$ cat config.mk
export PLATFORM = sky130hd
export DESIGN_NAME = cubic_bezier_sampler
export DESIGN_NICKNAME = d
export VERILOG_FILES = /design/src/hw/rtl/cbs_pkg.sv /design/src/hw/rtl/cubic_bezier_sampler.sv
export SDC_FILE = /design/constraint.sdc
export NUM_CORES = 1
export LEC_CHECK = 0
export ABC_AREA = 1
export BUFFER_PORTS_ARGS = -buffer_cell sky130_fd_sc_hd__buf_4
export CAP_MARGIN = 20
export CORE_UTILIZATION = 60
export DETAILED_ROUTE_END_ITERATION = 7
export PLACE_DENSITY_LB_ADDON = 0.3
export SYNTH_ARGS = -nofsm -noshare
export SYNTH_HDL_FRONTEND = slang
export SYNTH_SLANG_ARGS = --single-unit
$ cat constraint.sdc
create_clock -name clk -period 11.6 [get_ports clk]
set_input_delay 2.32 -clock clk [delete_from_list [all_inputs] [get_ports clk]]
set_output_delay 2.32 -clock clk [all_outputs]
set_load 0.005 [all_outputs]
$ cat src/hw/rtl/cbs_pkg.sv
// Types and constants for the cubic Bezier sampler.
`timescale 1ns / 1ps
package cbs_pkg;
	localparam int COORD_W = 16;
	localparam int T_FRAC = 16;
	localparam int T_W = T_FRAC + 1;
	localparam int STEPS_W = 6;
	localparam int CFG_IDX_W = 1;
	localparam int DIFF_W = COORD_W + 1;
	localparam int PROD_W = DIFF_W + T_W + 1;
	localparam int SHR_W = PROD_W - T_FRAC;
	localparam int SUM_W = SHR_W + 1;

	localparam logic [T_W-1:0] T_ONE = T_W'(1) << T_FRAC;
	localparam logic [STEPS_W-1:0] STEPS_RST = STEPS_W'(63);
	localparam logic [T_W-1:0] TSTEP_RST = T_W'(1040);

	localparam logic [CFG_IDX_W-1:0] CFG_STEPS = 1'b0;
	localparam logic [CFG_IDX_W-1:0] CFG_TSTEP = 1'b1;

	typedef logic signed [COORD_W-1:0] coord_t;

	typedef struct packed {
		coord_t in_x;
		coord_t in_y;
		coord_t in_z;
		logic   clear_curve;
	} pt_word_t;

	typedef struct packed {
		coord_t out_x;
		coord_t out_y;
		coord_t out_z;
		logic   last_sample;
	} smp_word_t;

	typedef enum logic [3:0] {
		ST_IDLE = 4'b0001,
		ST_MUL  = 4'b0010,
		ST_ACC  = 4'b0100,
		ST_OUT  = 4'b1000
	} state_t;

	typedef enum logic [2:0] {
		L_Q0  = 3'd0,
		L_Q1  = 3'd1,
		L_Q2  = 3'd2,
		L_R0  = 3'd3,
		L_R1  = 3'd4,
		L_OUT = 3'd5
	} lerp_t;
endpackage

$ cat src/hw/rtl/cubic_bezier_sampler.sv
// Cubic Bezier segment sampler: de Casteljau evaluation on one shared lerp unit.
//
// channel  dir  handshake          word
// pt       in   pt_valid/pt_stall  pt_data  (in_x, in_y, in_z, clear_curve)
// smp      out  smp_valid/smp_stall smp_data (out_x, out_y, out_z, last_sample)
// cfg      in   cfg_valid/cfg_ready cfg_index, cfg_data
//
// A point that does not complete a segment is taken in the idle state with no stall.
// A completing point starts steps+1 samples: each sample is 3 coordinates
// times 6 lerps, each a multiply state then a round/add/saturate state, on the one
// multiplier, then an output state that loads the output register.
// pt_stall is high while a segment is evaluated; smp_stall holds the sequencer
// in its output state. Reset clears control and config registers, not data registers.
`timescale 1ns / 1ps
module cubic_bezier_sampler (
	input  logic                                clk,
	input  logic                                arst_n,
	input  logic                                pt_valid,
	output logic                                pt_stall,
	input  cbs_pkg::pt_word_t                   pt_data,
	output logic                                smp_valid,
	input  logic                                smp_stall,
	output cbs_pkg::smp_word_t                  smp_data,
	input  logic                                cfg_valid,
	output logic                                cfg_ready,
	input  logic [cbs_pkg::CFG_IDX_W-1:0]       cfg_index,
	input  logic [cbs_pkg::T_W-1:0]             cfg_data
);
	import cbs_pkg::*;

	localparam logic signed [PROD_W-1:0] RND = PROD_W'(1) << (T_FRAC - 1);
	localparam logic signed [SUM_W-1:0] SAT_MAX = SUM_W'((1 << (COORD_W - 1)) - 1);
	localparam logic signed [SUM_W-1:0] SAT_MIN = -SAT_MAX - SUM_W'(1);

	state_t               state_q;
	lerp_t                li_q;
	logic [1:0]           c_q;
	logic [1:0]           phase_q;
	logic [STEPS_W-1:0]   cfg_steps_q;
	logic [T_W-1:0]       cfg_tstep_q;
	logic [STEPS_W-1:0]   steps_q;
	logic [STEPS_W-1:0]   k_q;
	logic [T_W-1:0]       tcur_q;
	coord_t               win_q [4][3];
	coord_t               q0_q, q1_q, q2_q, r0_q, r1_q;
	coord_t               res_q [3];
	logic signed [PROD_W-1:0] prod_q;
	logic                 smp_valid_q;
	smp_word_t            smp_data_q;

	coord_t               op_a, op_b;
	coord_t               p0, p1, p2, p3;
	logic [T_W-1:0]       t_cur;
	logic signed [DIFF_W-1:0] diff;
	logic signed [T_W:0]  t_sig;
	logic signed [PROD_W-1:0] prod;
	logic signed [PROD_W-1:0] rnd;
	logic signed [SUM_W-1:0]  sum;
	coord_t               lerp_res;
	logic                 pt_take;
	logic                 out_free;
	logic                 last_k;
	logic [T_W:0]         t_next;

	assign cfg_ready = 1'b1;
	assign pt_stall = (state_q != ST_IDLE);
	assign pt_take = pt_valid && !pt_stall;
	assign smp_valid = smp_valid_q;
	assign smp_data = smp_data_q;
	assign out_free = !smp_valid_q || !smp_stall;
	assign last_k = (k_q == steps_q);
	assign t_cur = last_k ? T_ONE : tcur_q;
	assign t_next = {1'b0, tcur_q} + {1'b0, cfg_tstep_q};

	assign p0 = win_q[0][c_q];
	assign p1 = win_q[1][c_q];
	assign p2 = win_q[2][c_q];
	assign p3 = win_q[3][c_q];

	always_comb begin
		case (li_q)
			L_Q0: begin op_a = p0; op_b = p1; end
			L_Q1: begin op_a = p1; op_b = p2; end
			L_Q2: begin op_a = p2; op_b = p3; end
			L_R0: begin op_a = q0_q; op_b = q1_q; end
			L_R1: begin op_a = q1_q; op_b = q2_q; end
			L_OUT: begin op_a = r0_q; op_b = r1_q; end
			default: begin op_a = p0; op_b = p1; end
		endcase
	end

	assign diff = DIFF_W'(op_b) - DIFF_W'(op_a);
	assign t_sig = $signed({1'b0, t_cur});
	assign prod = PROD_W'(diff) * PROD_W'(t_sig);
	assign rnd = prod_q + RND;
	assign sum = SUM_W'(op_a) + SUM_W'($signed(rnd[PROD_W-1:T_FRAC]));

	always_comb begin
		if (sum > SAT_MAX) begin
			lerp_res = COORD_W'(SAT_MAX);
		end else if (sum < SAT_MIN) begin
			lerp_res = COORD_W'(SAT_MIN);
		end else begin
			lerp_res = sum[COORD_W-1:0];
		end
	end

	always_ff @(posedge clk or negedge arst_n) begin
		if (!arst_n) begin
			cfg_steps_q <= STEPS_RST;
			cfg_tstep_q <= TSTEP_RST;
		end else if (cfg_valid && cfg_ready) begin
			case (cfg_index)
				CFG_STEPS: cfg_steps_q <= cfg_data[STEPS_W-1:0];
				CFG_TSTEP: cfg_tstep_q <= cfg_data;
				default: ;
			endcase
		end
	end

	always_ff @(posedge clk) begin
		if (pt_take) begin
			if (pt_data.clear_curve) begin
				win_q[0] <= '{pt_data.in_x, pt_data.in_y, pt_data.in_z};
			end else begin
				win_q[phase_q] <= '{pt_data.in_x, pt_data.in_y, pt_data.in_z};
			end
		end else if (state_q == ST_OUT && out_free && last_k) begin
			win_q[0] <= win_q[3];
		end
		if (state_q == ST_MUL) begin
			prod_q <= prod;
		end
		if (state_q == ST_ACC) begin
			case (li_q)
				L_Q0: q0_q <= lerp_res;
				L_Q1: q1_q <= lerp_res;
				L_Q2: q2_q <= lerp_res;
				L_R0: r0_q <= lerp_res;
				L_R1: r1_q <= lerp_res;
				L_OUT: res_q[c_q] <= lerp_res;
				default: ;
			endcase
		end
		if (state_q == ST_OUT && out_free) begin
			smp_data_q <= '{res_q[0], res_q[1], res_q[2], last_k};
		end
	end

	always_ff @(posedge clk or negedge arst_n) begin
		if (!arst_n) begin
			state_q <= ST_IDLE;
			phase_q <= 2'd0;
			li_q <= L_Q0;
			c_q <= 2'd0;
			k_q <= '0;
			steps_q <= STEPS_W'(1);
			tcur_q <= '0;
			smp_valid_q <= 1'b0;
		end else begin
			if (state_q == ST_OUT && out_free) begin
				smp_valid_q <= 1'b1;
			end else if (smp_valid_q && !smp_stall) begin
				smp_valid_q <= 1'b0;
			end
			case (state_q)
				ST_IDLE: begin
					if (pt_take) begin
						if (pt_data.clear_curve) begin
							phase_q <= 2'd1;
						end else if (phase_q == 2'd3) begin
							steps_q <= (cfg_steps_q == '0) ? STEPS_W'(1) : cfg_steps_q;
							k_q <= '0;
							tcur_q <= '0;
							c_q <= 2'd0;
							li_q <= L_Q0;
							state_q <= ST_MUL;
						end else begin
							phase_q <= phase_q + 2'd1;
						end
					end
				end
				ST_MUL: begin
					state_q <= ST_ACC;
				end
				ST_ACC: begin
					if (li_q == L_OUT) begin
						li_q <= L_Q0;
						if (c_q == 2'd2) begin
							state_q <= ST_OUT;
						end else begin
							c_q <= c_q + 2'd1;
							state_q <= ST_MUL;
						end
					end else begin
						li_q <= lerp_t'(li_q + 3'd1);
						state_q <= ST_MUL;
					end
				end
				ST_OUT: begin
					if (out_free) begin
						c_q <= 2'd0;
						if (last_k) begin
							phase_q <= 2'd1;
							state_q <= ST_IDLE;
						end else begin
							k_q <= k_q + STEPS_W'(1);
							tcur_q <= (t_next > {1'b0, T_ONE}) ? T_ONE : t_next[T_W-1:0];
							state_q <= ST_MUL;
						end
					end
				end
				default: state_q <= ST_IDLE;
			endcase
		end
	end

	a_t_bound: assert property (@(posedge clk) disable iff (!arst_n)
		tcur_q <= T_ONE)
		else $error("t accumulator above one");

	a_k_bound: assert property (@(posedge clk) disable iff (!arst_n)
		(state_q != ST_IDLE) |-> (k_q <= steps_q))
		else $error("sample index past step count");

	a_seg_end: assert property (@(posedge clk) disable iff (!arst_n)
		(state_q == ST_OUT && out_free && last_k) |=>
		(state_q == ST_IDLE && phase_q == 2'd1 && smp_valid && smp_data.last_sample))
		else $error("segment end not committed");

	a_no_smp_idle: assert property (@(posedge clk) disable iff (!arst_n)
		(state_q == ST_IDLE && !smp_valid) |=> (!smp_valid || $past(pt_take) == 1'b0))
		else $error("word emitted from idle");
endmodule
==> impl_metrics.py, run 1 <==
metrics = {
    "cts": {
        "numCtsBuffers": 46,
        "cts-root-buf": "clkbuf_16",
        "post_cts_resized": 0,
        "insertion_delay_ns": 0.60,
        "path_clk_slew_ns": 0.06,
        "cts_tree": "built",
        "clockBufferDepth": 3,
        "postCtsSetupBuffers": 0,
        "ctsHtreeMaxLevel": 2,
        "ctsHoldBuffers": 0,
        "clock_sinks": 453,
    },
    "layout": {
        "final_cell_count_no_fill": 4068,
        "syn2layout_area_growth_pct": 10.09,
        "final_area_mm2": 0.03380,
        "n_antenna_cell": 0,
        "layout_common_cells": "720 x nand2_1, 508 x inv_1, 389 x edfxtp_1",
        "drive_gt1_share_pct": 9.452,
        "multi_input_area_mm2": 0.01512,
        "fillers": 3915,
        "final_common_cell": "nand2_1",
        "regArea_mm2": 0.01330,
        "layout.nets": 3838,
    },
    "critical_path": {
        "r2r_start": "li_q[2]",
        "required_ns": 11.94,
        "cpMaxStageDelayCell": "fa_1",
        "path_max_fanout": 31,
        "end_kind": "register",
        "worst_setup_path_start_kind": "register",
        "critPathLaunch": "li_q[2]",
        "crit_type": "register to register",
        "slowest_delay_ns": 0.58,
        "worstPathArrival_ns": 10.61,
    },
    "hold_path": {
        "min_from": "res_q[1][8]",
        "hold_path.class": "register to register",
    },
    "route": {
        "wl_per_cell_um": 20.82,
        "final_antenna_net_count": 0,
        "num_vias": 23710,
        "drtIter0Drc": 2117,
        "drc": 2,
        "viasPerCell": 5.827,
        "drt_first_pass_iters": 8,
        "routed_wl_mm": 84.69,
    },
    "placement": {
        "place_congestion": 1.037,
        "portBuffers": 122,
        "hpwl_mm": 64.01,
        "dpl-instance-area_mm2": 0.03238,
        "dp_cells": 3984,
    },
    "grt": {
        "grt_pass1_vias": 24380,
        "track_usage_pct": 32.95,
        "antenna_found_initial": 0,
        "grt_overflow_total": 0,
        "grt_pass1_wl_mm": 132.7,
        "grt_max_degree": 83,
    },
    "synth": {
        "synth-edff-count": 389,
        "syn-mean-instance-area_um2": 9.450,
        "yosysSeqAreaShare_pct": 43.30,
        "synth_area_mm2": 0.03070,
        "synthArstFlopShare_pct": 14.13,
        "ys_types": 60,
        "ys_dominant_reg_cell": "edfxtp_1",
        "yosysWarnings": 0,
        "ys_seq_elements": 453,
        "synthCells": 3249,
        "synth_nets": 3726,
    },
    "timing": {
        "relSlewSlack_pct": 21.96,
        "finalMaxSlewViolations": 0,
        "finalCritPeriodShare_pct": 88.50,
        "fmax_ghz": 0.09741,
        "hold_viol": 0,
        "worst_hold_slack_ns": 0.4153,
        "setup_viol": 0,
        "rsz0062_at_grt": "false",
        "tns_ns": 0,
        "finalCriticalPeriod_ns": 10.27,
        "skew_ns": 0.02644,
        "tightest_slew_ns": 1.167,
    },
    "floorplanning": {
        "die_width_um": 228.2,
        "dieHeight_um": 228.2,
        "dieArea_mm2": 0.05208,
        "core_mm2": 0.05027,
        "io_pins": 124,
        "rows": 82,
        "initial_core_util_pct": 61.08,
    },
    "outcome": {
        "status": "finished with violations",
        "violations": "design-rule violations",
    },
    "run": {
        "cap_viol_max_count": 0,
    },
}
path summary, 6_finish.rpt:
check | to | slack [ns] | depth (start not counted)
setup / recovery | prod_q[34] | 1.33 | 45
hold / removal | smp_data[25] | 0.42 | 0
setup reg to reg | prod_q[34] | 1.33 | 45
hold reg to reg | smp_data[25] | 0.42 | 0
max in group asynchronous | li_q[2] | 9.23 | 1
min in group asynchronous | cfg_tstep_q[14] | 1.79 | 1
worst max-delay path, delay by kind of cell, from the launching register on:
kind            cells  cell delay [ns]
compound gates      9             1.98
fa+ha+maj           9             3.92
buf+inv            11             1.86
flops               1             0.50
simple gates       16             1.73
cells by family after synthesis:
| kind of cell | Yosys count | share of synthesized area (%) |
|---|---|---|
| compound gates | 445 | 8.036 |
| simple gates | 1256 | 16.76 |
| other cells | 1 | 0.01221 |
| fa+ha+maj | 405 | 22.03 |
| buf+inv | 615 | 7.632 |
| mux | 11 | 0.4034 |
| xor+xnor | 63 | 1.822 |
| flops | 453 | 43.30 |
layout make-up:
class / instances / share of cell area [%]
well taps: 672 / 2.488
multi-input cells: 2181 / 44.75
repair buffers: 153 / 3.398
flip-flops and latches: 453 / 39.33
clock inverters: 28 / 0.6885
clock buffers: 55 / 3.505
inverters: 526 / 5.841
synth_stat cells (27+ instances only):
master | count | area share (%)
a21oi_1 | 159 | 2.6
clkbuf_1 | 60 | 0.73
dfrtp_1 | 54 | 4.4
edfxtp_1 | 389 | 38
fa_1 | 226 | 15
ha_1 | 179 | 7.3
inv_1 | 509 | 6.2
nand2_1 | 720 | 8.8
nand3_1 | 99 | 1.6
nand4_1 | 27 | 0.55
nor2_1 | 311 | 3.8
o21ai_0 | 192 | 3.1
or2_2 | 33 | 0.67
xor2_1 | 42 | 1.2
flip-flops by register name, indices dropped and copies added (netlist names), 16 cells and up:
name,count
cfg_tstep_q,17
r0_q,16
q2_q,16
prod_q,20
tcur_q,17
res_q,48
q1_q,16
smp_data,49
win_q,192
r1_q,16
q0_q,16
per-layer routing:
layer / wire length [um] / global-route usage (%)
met1: 32330 / 41.08
met2: 41120 / 56.55
met3: 7524 / 6.350
met4: 3710 / 13.21
met5: 0 / 0
through the flow:
stage / utilization [%] / setup slack, ns
global placement: 64.40 / 1.563
floorplan: - / 3.447
finish: 67.23 / 1.334
detailed placement: 64.40 / 1.532
global route: 67.23 / 0.7619
CTS: 67.22 / 1.496
Power of run 1 is left out: the tool's default activity adds up to more than one toggle a clock period on the data nets, which glitch-free logic cannot reach.
==> inputs of run 2 (changes only) <==
- PLACE_DENSITY: default -> 0.89
- PLACE_DENSITY_LB_ADDON: 0.3 -> default
==> run 2 against run 1 <==
Effect of this change: the flow now finishes without violations; worst setup slack improved by 0.092 ns; register-to-register slack improved by 0.09 ns; global-route usage fell by 0.48 points; non-clock buffer count rose by 2; wire length fell by 2.1%; fmax rose by 0.90%; core utilization barely moved; count of clock-buffer cells in the layout rose by 3; via count rose by 1.5%; critical path type unchanged.
==> impl_metrics.py, run 2 (same netlist as run 1, synthesis figures left out) <==
metrics = {
    "critical_path": {
        "worstPathArrival_ns": 10.53,
        "path_max_fanout": 31,
        "end_kind": "register",
        "worst_setup_path_start_kind": "register",
        "crit_type": "register to register",
        "cpMaxStageDelayCell": "inv_2",
        "required_ns": 11.95,
        "slowest_delay_ns": 0.57,
    },
    "placement": {
        "place_congestion": 1.012,
        "portBuffers": 122,
        "dp_cells": 3985,
        "hpwl_mm": 61.17,
        "pre_cts_slack_ns": 1.738,
    },
    "timing": {
        "finalCriticalPeriod_ns": 10.17,
        "tns_ns": 0,
        "relSlewSlack_pct": 32.79,
        "tightest_slew_ns": 1.003,
        "setup_viol": 0,
        "skew_ns": 0.01912,
        "rsz0062_at_grt": "false",
        "hold_viol": 0,
        "finalCritPeriodShare_pct": 87.71,
        "finalMaxSlewViolations": 0,
        "fin_ws_ns": 1.426,
        "fmax_ghz": 0.09829,
    },
    "cts": {
        "clockBufferDepth": 3,
        "ctsHoldBuffers": 0,
        "postCtsSetupBuffers": 0,
        "cts_tree": "built",
        "insertion_delay_ns": 0.60,
        "cts-root-buf": "clkbuf_16",
        "clock_sinks": 453,
        "post_cts_resized": 0,
        "ctsHtreeMaxLevel": 2,
        "path_clk_slew_ns": 0.06,
        "numCtsBuffers": 45,
    },
    "layout": {
        "multi_input_area_mm2": 0.01512,
        "layout_common_cells": "720 x nand2_1, 508 x inv_1, 389 x edfxtp_1",
        "largest_reg_flops": 192,
        "drive_gt1_share_pct": 9.270,
        "final_util_pct": 67.25,
        "fillers": 3650,
        "layout.nets": 3839,
        "syn2layout_area_growth_pct": 10.11,
        "final_common_cell": "nand2_1",
        "regArea_mm2": 0.01330,
        "final_cell_count_no_fill": 4071,
        "top_register": "win_q",
    },
    "grt": {
        "antenna_found_initial": 0,
        "grt_pass1_vias": 24310,
        "grt_max_degree": 83,
        "grt_pass1_wl_mm": 131.0,
        "grt_overflow_total": 0,
        "track_usage_pct": 32.47,
    },
    "route": {
        "routed_wl_mm": 82.88,
        "drt_first_pass_iters": 6,
        "drc": 0,
        "wl_per_cell_um": 20.36,
        "viasPerCell": 5.912,
        "drtIter0Drc": 3083,
        "final_antenna_net_count": 0,
        "num_vias": 24070,
    },
    "floorplanning": {
        "rows": 82,
        "dieArea_mm2": 0.05208,
        "initial_core_util_pct": 61.08,
        "dieHeight_um": 228.2,
        "io_pins": 124,
        "die_width_um": 228.2,
        "core_mm2": 0.05027,
    },
    "outcome": {
        "status": "finished, final reports clean",
    },
    "hold_path": {
        "hold_path.class": "register to register",
    },
    "run": {
        "cap_viol_max_count": 0,
    },
}
run 2: changes by cell type in the layout (fill, tap and decap cells not counted), moves of 2 or more:
cell	change
clkinv_2	-2
nor2_2	-2
clkinv_1	+5
clkinvlp_4	-4
nor2_1	+2
run 2: routing by layer:
layer | wire length (um) | track usage, %
met1 | 31280 | 43.22
met2 | 37330 | 49.97
met3 | 11210 | 10.10
met4 | 3063 | 12.63
met5 | 0 | 0
run 2: path summary, 6_finish.rpt:
path,start,to,slack (ns),cells after the start
worst max-delay path,li_q[2],prod_q[32],1.43,47
worst min-delay path,res_q[0][3],smp_data[36],0.42,0
worst max register to register,li_q[2],prod_q[32],1.43,47
worst min register to register,res_q[0][3],smp_data[36],0.42,0
max in group asynchronous,arst_n,c_q[0],9.18,1
min in group asynchronous,arst_n,k_q[2],1.84,1
run 2: cell type report:
cell class,instances,share of cell area (%)
timing repair buffer,155,3.479
clock inverter,25,0.5144
sequential,453,39.32
antenna,1,0.007401
tap,672,2.487
inverter,526,5.840
clock buffer,58,3.630
multi-input combinational,2181,44.72
run 2: worst max-delay path: cells and delay by family (launching register included):
kind	cells	cell delay, ns
compound gates	8	1.65
buf+inv	13	2.09
fa+ha+maj	9	3.85
flops	1	0.52
simple gates	17	1.83
run 2: through the flow:
stage	cell area (um^2)	hold WS (ns)
finish	33810	0.4164
CTS	33780	0.4098
global placement	32370	0.4008
floorplan	30700	0.4003
detailed placement	32380	0.4045
global route	33810	0.4149
Power of run 2 is left out for the same reason.
